$ cat config.mk
export PLATFORM = sky130hd
export DESIGN_NAME = rrip_eh_ctrl
export DESIGN_NICKNAME = d
export VERILOG_FILES = /design/src/design/rrip_eh_pkg.sv /design/src/design/rrip_eh_ctrl.sv
export SDC_FILE = /design/constraint.sdc
export NUM_CORES = 1
export LEC_CHECK = 0
export ABC_AREA = 1
export BUFFER_PORTS_ARGS = -buffer_cell sky130_fd_sc_hd__clkbuf_2
export CAP_MARGIN = 0
export CORE_ASPECT_RATIO = 0.7
export CORE_UTILIZATION = 40
export CTS_BUF_LIST = sky130_fd_sc_hd__clkbuf_8
export DETAILED_ROUTE_END_ITERATION = 10
export GPL_TIMING_DRIVEN = 0
export PLACE_DENSITY = 0.72
export SLEW_MARGIN = 20
export SYNTH_ARGS = -nofsm -noshare
export SYNTH_HDL_FRONTEND = slang
export SYNTH_SLANG_ARGS = --single-unit
$ cat constraint.sdc
create_clock -name clk -period 1.27 [get_ports clk]
set_input_delay 0 -clock clk [delete_from_list [all_inputs] [get_ports clk]]
set_output_delay 0 -clock clk [all_outputs]
set_load 0.02 [all_outputs]
$ cat src/design/rrip_eh_pkg.sv
// ----------------------------------------------------------------------------
// rrip_eh_pkg
// Shared types and constants for the application-aware RRIP replacement
// block with its history of missed addresses.
// ----------------------------------------------------------------------------
package rrip_eh_pkg;

    localparam int SETS_DEF = 2048;
    localparam int WAYS_DEF = 16;
    localparam int APPS_DEF = 4;
    localparam int HIST_DEF = 128;

    localparam int SET_IN_W = 11;
    localparam int WAY_IN_W = 4;
    localparam int APP_IN_W = 2;
    localparam int ADDR_W   = 64;
    localparam int RED_W    = 4;

    // History entries examined per scan cycle.
    localparam int LANES  = 16;
    localparam int LANE_W = 4;

    localparam logic [1:0] RRPV_MAX  = 2'd3;
    localparam logic [1:0] RRPV_LONG = 2'd2;
    localparam logic [1:0] RRPV_NEAR = 2'd0;

    localparam logic MODE_VICTIM = 1'b0;
    localparam logic MODE_UPDATE = 1'b1;

    typedef struct packed {
        logic                mode;
        logic [APP_IN_W-1:0] app_id;
        logic [SET_IN_W-1:0] set_index;
        logic [WAY_IN_W-1:0] way_index;
        logic [ADDR_W-1:0]   address;
        logic                is_writeback;
        logic                is_hit;
    } item_t;

    typedef struct packed {
        logic [3:0] victim_way;
        logic       history_match;
    } result_t;

    typedef struct packed {
        logic latch;
        logic clear_wr;
        logic red_step;
        logic rd_en;
        logic scan_step;
        logic pick_step;
        logic vict_wr;
        logic hist_shift;
        logic upd_wr;
    } cmd_t;

    typedef struct packed {
        logic mode;
    } status_t;

endpackage

$ cat src/design/rrip_eh_ctrl.sv
// ----------------------------------------------------------------------------
// rrip_eh_ctrl
// Sequencer: clearing pass, set reduction, history scan, application pick,
// victim write-back, history shift and history update.
// ----------------------------------------------------------------------------
module rrip_eh_ctrl #(
    parameter int SETS = rrip_eh_pkg::SETS_DEF,
    parameter int APPS = rrip_eh_pkg::APPS_DEF,
    parameter int HIST = rrip_eh_pkg::HIST_DEF,
    localparam int SET_W  = (SETS > 1) ? $clog2(SETS) : 1,
    localparam int APP_W  = (APPS > 1) ? $clog2(APPS) : 1,
    localparam int CHUNKS = (HIST + rrip_eh_pkg::LANES - 1) / rrip_eh_pkg::LANES,
    localparam int CHK_W  = (CHUNKS > 1) ? $clog2(CHUNKS) : 1
) (
    input  logic                         clk,
    input  logic                         rst_n,
    input  logic                         start,
    output logic                         busy,
    input  rrip_eh_pkg::status_t         status,
    output rrip_eh_pkg::cmd_t            cmd,
    output logic [SET_W-1:0]             clr_addr,
    output logic [rrip_eh_pkg::RED_W-1:0] red_shift,
    output logic [CHK_W-1:0]             scan_chunk,
    output logic [APP_W-1:0]             pick_app
);

    localparam bit POW2   = ((SETS & (SETS - 1)) == 0);
    localparam int RED_STEPS = (SETS >= 2048 || POW2) ? 0 : 12 - $clog2(SETS);

    localparam logic [2:0] S_CLEAR  = 3'd0;
    localparam logic [2:0] S_IDLE   = 3'd1;
    localparam logic [2:0] S_REDUCE = 3'd2;
    localparam logic [2:0] S_SCAN   = 3'd3;
    localparam logic [2:0] S_PICK   = 3'd4;
    localparam logic [2:0] S_VICT   = 3'd5;
    localparam logic [2:0] S_SHIFT  = 3'd6;
    localparam logic [2:0] S_UPDATE = 3'd7;

    logic [2:0]                      state_reg, state_next;
    logic [SET_W-1:0]                clr_reg, clr_next;
    logic [rrip_eh_pkg::RED_W-1:0]   red_reg, red_next;
    logic [CHK_W-1:0]                scan_reg, scan_next;
    logic [APP_W-1:0]                pick_reg, pick_next;

    always_ff @(posedge clk or negedge rst_n)
    begin
        if (!rst_n)
        begin
            state_reg <= S_CLEAR;
            clr_reg   <= '0;
            red_reg   <= '0;
            scan_reg  <= '0;
            pick_reg  <= '0;
        end
        else
        begin
            state_reg <= state_next;
            clr_reg   <= clr_next;
            red_reg   <= red_next;
            scan_reg  <= scan_next;
            pick_reg  <= pick_next;
        end
    end

    always_comb
    begin
        state_next = state_reg;
        clr_next   = clr_reg;
        red_next   = red_reg;
        scan_next  = scan_reg;
        pick_next  = pick_reg;
        cmd        = '0;
        case (state_reg)
            S_CLEAR:
            begin
                cmd.clear_wr = 1'b1;
                if (clr_reg == SET_W'(SETS - 1))
                    state_next = S_IDLE;
                else
                    clr_next = clr_reg + 1'b1;
            end
            S_IDLE:
            begin
                if (start)
                begin
                    cmd.latch = 1'b1;
                    scan_next = '0;
                    if (RED_STEPS > 0)
                    begin
                        red_next   = rrip_eh_pkg::RED_W'(RED_STEPS - 1);
                        state_next = S_REDUCE;
                    end
                    else
                        state_next = S_SCAN;
                end
            end
            S_REDUCE:
            begin
                cmd.red_step = 1'b1;
                if (red_reg == '0)
                    state_next = S_SCAN;
                else
                    red_next = red_reg - 1'b1;
            end
            S_SCAN:
            begin
                cmd.scan_step = 1'b1;
                cmd.rd_en     = (scan_reg == '0);
                if (scan_reg == CHK_W'(CHUNKS - 1))
                begin
                    pick_next  = '0;
                    state_next = (status.mode == rrip_eh_pkg::MODE_VICTIM) ? S_PICK : S_UPDATE;
                end
                else
                    scan_next = scan_reg + 1'b1;
            end
            S_PICK:
            begin
                cmd.pick_step = 1'b1;
                if (pick_reg == APP_W'(APPS - 1))
                    state_next = S_VICT;
                else
                    pick_next = pick_reg + 1'b1;
            end
            S_VICT:
            begin
                cmd.vict_wr = 1'b1;
                state_next  = S_SHIFT;
            end
            S_SHIFT:
            begin
                cmd.hist_shift = 1'b1;
                state_next     = S_IDLE;
            end
            S_UPDATE:
            begin
                cmd.upd_wr = 1'b1;
                state_next = S_IDLE;
            end
            default:
            begin
                state_next = S_IDLE;
            end
        endcase
    end

    assign busy       = (state_reg != S_IDLE);
    assign clr_addr   = clr_reg;
    assign red_shift  = red_reg;
    assign scan_chunk = scan_reg;
    assign pick_app   = pick_reg;

endmodule

==> results.yml, run 1 <==
run_status:
  outcome: "finished with violations"
  violations: "setup timing"
placed_design:
  pre_cts_slack_ps: -139
  hpwl_um: 2240
  dp.cells: 268
  post_dp_cell_area_mm2: 0.00171
  port_buffers: 33
  place_congestion: 0.794
critical_path:
  critical_path_class: "reg -> reg"
  start_kind: "flop"
  slowest_delay_ps: 440
  crit_required_ps: 1480
  path_common_cell: "nand2_1"
  path_delay_family: "simple AND/OR/NAND/NOR gates"
  cp.arrival_ps: 1530
  crit_fanout: 5
  crit_buf_inv: 1
  path_cells: "nand2_1, nor2_1, nand3_4, nand2_4, buf_6, nand3_1, nand2_1"
  cpMaxStageDelayCell: "dfrtp_1"
  end_kind: "flop"
timing:
  worst_hold_slack_ps: 131
  slew-limit-headroom_pct: 61.3
  worst_slew_pin_slew_ps: 580
  period_share_pct: 104
  rsz0062_at_grt: "yes"
  setup_viol_count_final: 14
  clock_skew_ps: 2.13
  fin_ws_ps: -53.1
  finalMaxSlewViolations: 0
  timing.fmax_mhz: 756
  min_period_ps: 1320
  hold_violations: 0
final_layout:
  layout-drive-gt1-share_pct: 45.2
  synthToLayoutAreaGrowth_pct: 38.5
  layout.nets: 250
  final_area_mm2: 0.00203
  largest_reg_flops: 11
  seq_area_um2: 583
  multi_input_area_um2: 862
  fillers: 319
  final_cells: 286
  n_antenna_cell: 0
clock_network:
  cts_made_buffers: 3
  cts_tree: "yes"
  insertion_delay_ps: 260
  htree_num_levels: 1
  cts_sinks: 23
  root_buffer: "clkbuf_8"
  clkTransAtPathRegs_ps: 80
  cts_buffer_depth: 2
drt:
  vias_per_cell: 4.66
  drtIter0Drc: 45
  firstDrtPassIters: 4
  vias: 1333
  drc: 0
  wire_per_inst_um: 11.4
  ant_nets: 0
  wirelength_um: 3270
logic_synthesis:
  synth.avg_cell_area_um2: 7.78
  ys_ff_latch: 23
  syn_inst: 188
  seq_area_frac_synth_pct: 39.3
  syn_area_mm2: 0.00146
  syn_nets: 198
  ys_types: 25
  ys_warn_count: 0
worst_hold_path:
  hp-class: "in -> reg"
global_routing:
  antenna_found_initial: 0
  grt_max_degree: 24
  grt_pass1_wl_um: 5310
  grt_pass1_vias: 1130
  grt_usage_pct: 18.2
  grt_overflow: 0
job:
  maxCapViolCount: 0
floorplan:
  start_util_pct: 44.1
  die_area_mm2: 0.00391
  io_pins: 34
  die_h_um: 52.6
  core-area_mm2: 0.00332
  fp-row-count: 17
  dieWidth_um: 74.3
power:
  p_leak_nw: 1.05
  vdd_drop_max_mv: 0.940
  power_density_mw_per_mm2: 1960
final cells by class:
class | count | share of cell area (%)
well taps | 47 | 2.90
multi-input cells | 129 | 42.6
clock buffers | 3 | 2.04
repair buffers | 47 | 14.8
inverters | 32 | 6.42
flip-flops and latches | 23 | 28.8
plain buffers | 4 | 2.22
clock inverters | 1 | 0.247
worst reg2reg max path: cells and delay by family, from the launching register on:
family / cells / cell delay [ps]
flops: 1 / 440
simple gates: 6 / 670
buf+inv: 1 / 150
placed cells by master, fill, tap and decap left out, drive strengths merged, types with 2 or more instances in the layout:
cell / synthesis / final
clkbuf: 0 / 31
nor2: 20 / 20
nand4: 5 / 5
nand3: 15 / 15
inv: 32 / 32
dfrtp: 23 / 23
buf: 4 / 22
ha: 6 / 6
xor2: 2 / 2
xnor2: 4 / 4
o21ai: 15 / 15
nand2: 58 / 58
worst paths after layout:
check                                         startpoint  slack (ps)                        end  cells past startpoint
max in group asynchronous                          rst_n         590  scan_chunk[1]$_DFFE_PN0P_                      2
worst min-delay path                              status         130   state_reg[1]$_DFFE_PN0P_                      5
worst max-delay path             clr_addr[8]$_DFFE_PN0P_         -50   state_reg[2]$_DFFE_PN0P_                      7
worst min register to register  clr_addr[10]$_DFFE_PN0P_         510   clr_addr[10]$_DFFE_PN0P_                      2
min in group asynchronous                          rst_n         260    clr_addr[4]$_DFFE_PN0P_                      2
worst max register to register   clr_addr[8]$_DFFE_PN0P_         -50   state_reg[2]$_DFFE_PN0P_                      7
stage by stage:
stage | util (%) | setup TNS (ps) | power [W]
finish | 61.0 | -487 | 0.00397
global placement | 51.4 | -1180 | 0.00298
CTS | 56.7 | -150 | 0.00374
detailed placement | 51.4 | -1370 | 0.00301
global route | 61.0 | -1620 | 0.00430
floorplan | - | -440 | 0.00253
kinds of logic (layout without fill, tap and decap cells):
group                      after synthesis  count (layout)  synth area share, %
and+or+nand+nor                        100             100                 34.2
xor gates and xnor gates                 6               6                 4.11
buffers and inverters                   36              87                 10.8
adders and majority gates                6               6                 5.13
AOI/OAI and AO/OA                       16              16                 5.73
muxes                                    1               1                0.684
DFF                                     23              23                 39.3
power by group:
| group | switching (W) | internal (W) | leakage [nW] |
|---|---|---|---|
| clock | 0.000236 | 0.000219 | 0.0255 |
| sequential | 0.000156 | 0.000917 | 0.300 |
| combinational | 0.00150 | 0.000943 | 0.725 |
Yosys cell counts:
cell	count	area share [%]
nor3_4	1	1.1
nor2_2	1	0.43
ha_1	6	5.1
xor2_1	2	1.2
nand3b_1	1	0.51
inv_1	28	7.2
o21ai_1	3	1.0
dfrtp_1	23	39
inv_2	4	1.0
o21ai_0	11	3.8
buf_4	2	1.0
a21oi_1	1	0.34
nor2_1	14	3.6
o21ai_2	1	0.60
xnor2_2	1	1.1
nand2_2	7	3.0
nand3_2	1	0.68
nand4_1	5	2.1
nand3_1	14	4.8
nand2_1	49	13
nand2_4	2	1.5
mux2i_1	1	0.68
xnor2_1	3	1.8
nor2_4	5	3.8
buf_6	2	1.5
per-layer routing:
metal | routed length (um) | track usage, %
met1 | 1610 | 26.4
met2 | 1430 | 27.6
met3 | 196 | 4.62
met4 | 34 | 3.46
met5 | 0 | 0
repair_timing:
action                                  in CTS  in global routing
hold endpoints to repair                    23                  0
cloned                                       1                  0
endpoints found under the setup margin      22                 27
pin swaps                                    8                 11
setup buffers                                6                  6
resized for setup                           25                 35
hold buffers                                 1                  0
Power figures use the tool's default switching activity.
==> inputs of run 2 (changes only) <==
--- a/config.mk
+++ b/config.mk
@@ -9,11 +9,11 @@
 export BUFFER_PORTS_ARGS = -buffer_cell sky130_fd_sc_hd__clkbuf_2
 export CAP_MARGIN = 0
 export CORE_ASPECT_RATIO = 0.7
-export CORE_UTILIZATION = 40
+export CORE_UTILIZATION = 31
 export CTS_BUF_LIST = sky130_fd_sc_hd__clkbuf_8
 export DETAILED_ROUTE_END_ITERATION = 10
 export GPL_TIMING_DRIVEN = 0
-export PLACE_DENSITY = 0.72
+export PLACE_DENSITY = 0.6
 export SLEW_MARGIN = 20
 export SYNTH_ARGS = -nofsm -noshare
 export SYNTH_HDL_FRONTEND = slang
==> results.yml, run 2 (synthesis results as in run 1) <==
drt:
  vias: 1367
  wire_per_inst_um: 12.0
  ant_nets: 0
  firstDrtPassIters: 7
  wirelength_um: 3560
  vias_per_cell: 4.60
  drc: 4
  drtIter0Drc: 48
worst_hold_path:
  worstHoldStart: "status"
  whs_endpoint: "state_reg[1]$_DFFE_PN0P_"
  worstHoldPathCells: 5
  hp-class: "in -> reg"
power:
  switching_power_w: 0.00203
  p_sw_share_pct: 47.7
  seq_power_share_pct: 25.8
  power_density_mw_per_mm2: 2020
  p_int_w: 0.00222
  share_comb_of_total_power_pct: 63.3
  clkPwrFrac_pct: 10.8
  p_leak_nw: 1.06
  vdd_drop_max_mv: 0.979
floorplan:
  start_util_pct: 33.0
  fp-row-count: 20
  io_pins: 34
  die_h_um: 59.5
  die_area_mm2: 0.00500
  core-area_mm2: 0.00443
  dieWidth_um: 84.1
timing:
  timing.fmax_mhz: 771
  rsz0062_at_grt: "yes"
  worst_hold_slack_ps: 102
  worst_slew_pin_slew_ps: 594
  setup_viol_count_final: 11
  slew-limit-headroom_pct: 60.4
  period_share_pct: 102
  fin_ws_ps: -27.7
  hold_violations: 0
  clock_skew_ps: 1.18
  finalMaxSlewViolations: 0
  min_period_ps: 1300
  timing.setup.tns_ps: -113
critical_path:
  end_kind: "flop"
  worstRegToRegCells: 5
  critical_path_class: "reg -> reg"
  start_kind: "flop"
  reg2reg_slack_ps: -30
  cp.arrival_ps: 1460
  crit_fanout: 7
  crit_required_ps: 1430
  worst_r2r_endpoint: "clr_addr[0]$_DFFE_PN0P_"
  r2r_start: "state_reg[2]$_DFFE_PN0P_"
final_layout:
  final_area_mm2: 0.00210
  synthToLayoutAreaGrowth_pct: 43.5
  seq_area_um2: 584
  final_util_pct: 47.4
  final_common_cell: "nand2_1"
  largest_reg_flops: 11
  fillers: 445
  n_antenna_cell: 0
  most-common-layout-cells: "nand2_1, clkbuf_2, inv_1"
  layout-drive-gt1-share_pct: 47.1
  layout.nets: 253
  multi_input_area_um2: 901
global_routing:
  antenna_found_initial: 0
  grt_pass1_wl_um: 6090
  grt_max_degree: 24
  grt_overflow: 0
  grt_pass1_vias: 1271
  grt_usage_pct: 15.9
clock_network:
  clkTransAtPathRegs_ps: 80
  root_buffer: "clkbuf_8"
  cts_tree: "yes"
  cts_made_buffers: 3
  cts_buffer_depth: 2
  cts_sinks: 23
  htree_num_levels: 1
  insertion_delay_ps: 270
placed_design:
  port_buffers: 33
  place_congestion: 0.762
  post_dp_cell_area_mm2: 0.00172
  hpwl_um: 2380
run_status:
  outcome: "finished with violations"
  violations: "DRC, setup timing"
job:
  maxCapViolCount: 0
run 2: timing repair:
item,4_1_cts,5_1_grt
hold buffers,1,0
gates cloned,1,0
pin swaps,9,11
hold endpoints to repair,23,0
resized for setup,33,38
endpoints found under the setup margin,22,27
buffers inserted,9,6
run 2: power groups by stage:
| stage | Sequential, W | Combinational [W] | Clock (W) |
|---|---|---|---|
| CTS | 0.00107 | 0.00235 | 0.000481 |
| finish | 0.00110 | 0.00269 | 0.000460 |
| detailed placement | 0.00111 | 0.00191 | 0 |
| global placement | 0.00111 | 0.00189 | 0 |
| global route | 0.00112 | 0.00295 | 0.000509 |
| floorplan | 0.00122 | 0.00130 | 0 |
run 2: metrics by stage:
stage / cells / worst slack, ps / power [W]
floorplan: 188 / -69.3 / 0.00253
global placement: 276 / -93.0 / 0.00300
detailed placement: 276 / -75.5 / 0.00302
CTS: 291 / -18.5 / 0.00390
global route: 297 / -99.3 / 0.00459
finish: 297 / -27.7 / 0.00425
run 2: worst max path at each step:
stage / to / cells after the start / from
finish: clr_addr[0]$_DFFE_PN0P_ / 5 / state_reg[2]$_DFFE_PN0P_
global route: state_reg[0]$_DFFE_PN0P_ / 8 / clr_addr[1]$_DFFE_PN0P_
CTS: cmd[7] / 3 / state_reg[0]$_DFFE_PN0P_
detailed placement: state_reg[0]$_DFFE_PN0P_ / 8 / clr_addr[0]$_DFFE_PN0P_
global placement: state_reg[1]$_DFFE_PN0P_ / 8 / clr_addr[0]$_DFFE_PN0P_
floorplan: clr_addr[0]$_DFFE_PN0P_ / 5 / state_reg[2]$_DFFE_PN0P_
run 2: worst max-delay path: stages, from the launching register on:
cell and delay [ps]:
dfrtp_1 380, buf_6 150, nor3_4 260, nand2_4 130, buf_8 160, xnor2_2 120
run 2: area by class of cell:
class | count | area share, %
timing repair buffer | 50 | 15.0
inverter | 32 | 6.32
sequential | 23 | 27.8
tap | 55 | 3.28
multi-input combinational | 129 | 42.9
buffer | 4 | 2.50
clock buffer | 3 | 1.97
clock inverter | 1 | 0.179
run 2: metal layers:
layer  wire [um]  up-vias  GRT usage (%)
met3         105        2           3.48
met2        1560       22           23.9
met5           0        -              0
li1            -      703              -
met1        1890      640           22.8
met4          11        0           5.42
==> inputs of run 3 (changes only) <==
--- a/config.mk
+++ b/config.mk
@@ -8,7 +8,8 @@
 export ABC_AREA = 1
 export BUFFER_PORTS_ARGS = -buffer_cell sky130_fd_sc_hd__clkbuf_2
 export CAP_MARGIN = 0
-export CORE_ASPECT_RATIO = 0.7
+export CORE_ASPECT_RATIO = 0.9
+export CORE_MARGIN = 10
 export CORE_UTILIZATION = 31
 export CTS_BUF_LIST = sky130_fd_sc_hd__clkbuf_8
 export DETAILED_ROUTE_END_ITERATION = 10
==> results.yml, run 3 (synthesis results as in run 1) <==
clock_network:
  cts_made_buffers: 3
  htree_num_levels: 1
  root_buffer: "clkbuf_8"
  clkTransAtPathRegs_ps: 80
  insertion_delay_ps: 260
  cts_tree: "yes"
  cts_buffer_depth: 2
  cts_sinks: 23
timing:
  timing.fmax_mhz: 768
  fin_ws_ps: -32.0
  timing.setup.tns_ps: -105
  worst_slew_pin_slew_ps: 616
  finalMaxSlewViolations: 0
  setup_viol_count_final: 5
  min_period_ps: 1300
  rsz0062_at_grt: "yes"
  clock_skew_ps: 2.91
  period_share_pct: 103
  worst_hold_slack_ps: 137
  slew-limit-headroom_pct: 58.9
  hold_violations: 0
final_layout:
  layout-drive-gt1-share_pct: 45.5
  layout.nets: 253
  final_common_cell: "nand2_1"
  n_antenna_cell: 0
  most-common-layout-cells: "nand2_1, clkbuf_2, inv_1"
  synthToLayoutAreaGrowth_pct: 43.1
  largest_reg_flops: 11
  final_area_mm2: 0.00209
  final_util_pct: 46.3
critical_path:
  worst_r2r_endpoint: "state_reg[1]$_DFFE_PN0P_"
  crit_fanout: 8
  worstRegToRegCells: 9
  end_kind: "flop"
  crit_required_ps: 1420
  critical_path_class: "reg -> reg"
  start_kind: "flop"
  cp.arrival_ps: 1460
  r2r_start: "state_reg[1]$_DFFE_PN0P_"
  reg2reg_slack_ps: -30
drt:
  drtIter0Drc: 52
  firstDrtPassIters: 4
  wirelength_um: 3600
  wire_per_inst_um: 11.8
  ant_nets: 0
  vias_per_cell: 4.38
  vias: 1331
  drc: 0
global_routing:
  grt_overflow: 0
  antenna_found_initial: 0
  grt_pass1_wl_um: 6210
  grt_max_degree: 24
  grt_usage_pct: 9.40
  grt_pass1_vias: 1313
power:
  p_sw_share_pct: 46.7
  power_density_mw_per_mm2: 1980
  p_leak_nw: 1.07
  p_int_w: 0.00221
  seq_power_share_pct: 25.3
  vdd_drop_max_mv: 0.628
  clkPwrFrac_pct: 10.9
  switching_power_w: 0.00194
  share_comb_of_total_power_pct: 63.8
floorplan:
  core-area_mm2: 0.00452
  die_area_mm2: 0.00787
  fp-row-count: 23
  io_pins: 34
  dieWidth_um: 92.4
  die_h_um: 85.2
  start_util_pct: 32.4
run_status:
  outcome: "finished with violations"
  violations: "setup timing"
worst_hold_path:
  worstHoldPathCells: 5
  hp-class: "in -> reg"
  worstHoldStart: "status"
  whs_endpoint: "state_reg[1]$_DFFE_PN0P_"
placed_design:
  port_buffers: 33
  place_congestion: 0.761
  post_dp_cell_area_mm2: 0.00173
  pre_cts_slack_ps: -99.2
  hpwl_um: 2590
job:
  maxCapViolCount: 0
==> run 3: how the worst max path moves through the flow <==
| stage | cells after the start | startpoint | to |
|---|---|---|---|
| finish | 9 | state_reg[1]$_DFFE_PN0P_ | state_reg[1]$_DFFE_PN0P_ |
| global route | 8 | red_shift[0]$_DFFE_PN0P_ | state_reg[1]$_DFFE_PN0P_ |
| CTS | 5 | state_reg[2]$_DFFE_PN0P_ | cmd[5] |
| detailed placement | 8 | clr_addr[0]$_DFFE_PN0P_ | state_reg[1]$_DFFE_PN0P_ |
| global placement | 8 | clr_addr[0]$_DFFE_PN0P_ | state_reg[2]$_DFFE_PN0P_ |
| floorplan | 5 | state_reg[2]$_DFFE_PN0P_ | clr_addr[0]$_DFFE_PN0P_ |
==> run 3: critical path: stages (launching register included) <==
cell     delay (ps)
dfrtp_1         400
buf_6           160
inv_2            60
nand2_2          60
nor2_4          170
nand2_4          90
nand2_2         100
nor2_4           50
nand3_2          50
nand2_1          50
==> run 3: power groups by stage <==
stage                     sequential [W]  combinational (W)  clock [W]
after global routing             0.00107            0.00293   0.000502
after floorplan                  0.00122            0.00130          0
final                            0.00105            0.00265   0.000454
after detailed placement         0.00110            0.00194          0
after global placement           0.00110            0.00192          0
after CTS                        0.00105            0.00246   0.000466
==> run 3: timing repair <==
| action | 4_1_cts | 5_1_grt |
|---|---|---|
| setup endpoints to repair | 24 | 27 |
| hold buffers | 1 | 0 |
| hold endpoints to repair | 23 | 0 |
| gates cloned | 1 | 0 |
| pin swaps | 9 | 7 |
| gates resized for setup | 30 | 35 |
| setup buffers | 8 | 7 |
==> run 3: cell type report <==
class / instances / area, um^2
fill: 476 / 2420
buffer: 4 / 45.0
clock inverter: 1 / 3.75
tap: 62 / 77.6
multi-input combinational: 129 / 865
clock buffer: 3 / 41.3
timing repair buffer: 50 / 352
inverter: 32 / 128
sequential: 23 / 582
==> run 3: routing by layer <==
metal / part of all wire, % / wire [um] / global-route usage (%)
met1: 46 / 1670 / 11.8
met2: 45 / 1630 / 14.9
met3: 7.3 / 263 / 2.73
met4: 1.0 / 37 / 3.50
met5: 0 / 0 / 0
==> run 3: through the flow <==
step | cells | total power [W]
2_1_floorplan | 188 | 0.00253
3_3_place_gp | 283 | 0.00302
3_5_place_dp | 283 | 0.00304
4_1_cts | 297 | 0.00397
5_1_grt | 304 | 0.00450
6_report | 304 | 0.00415
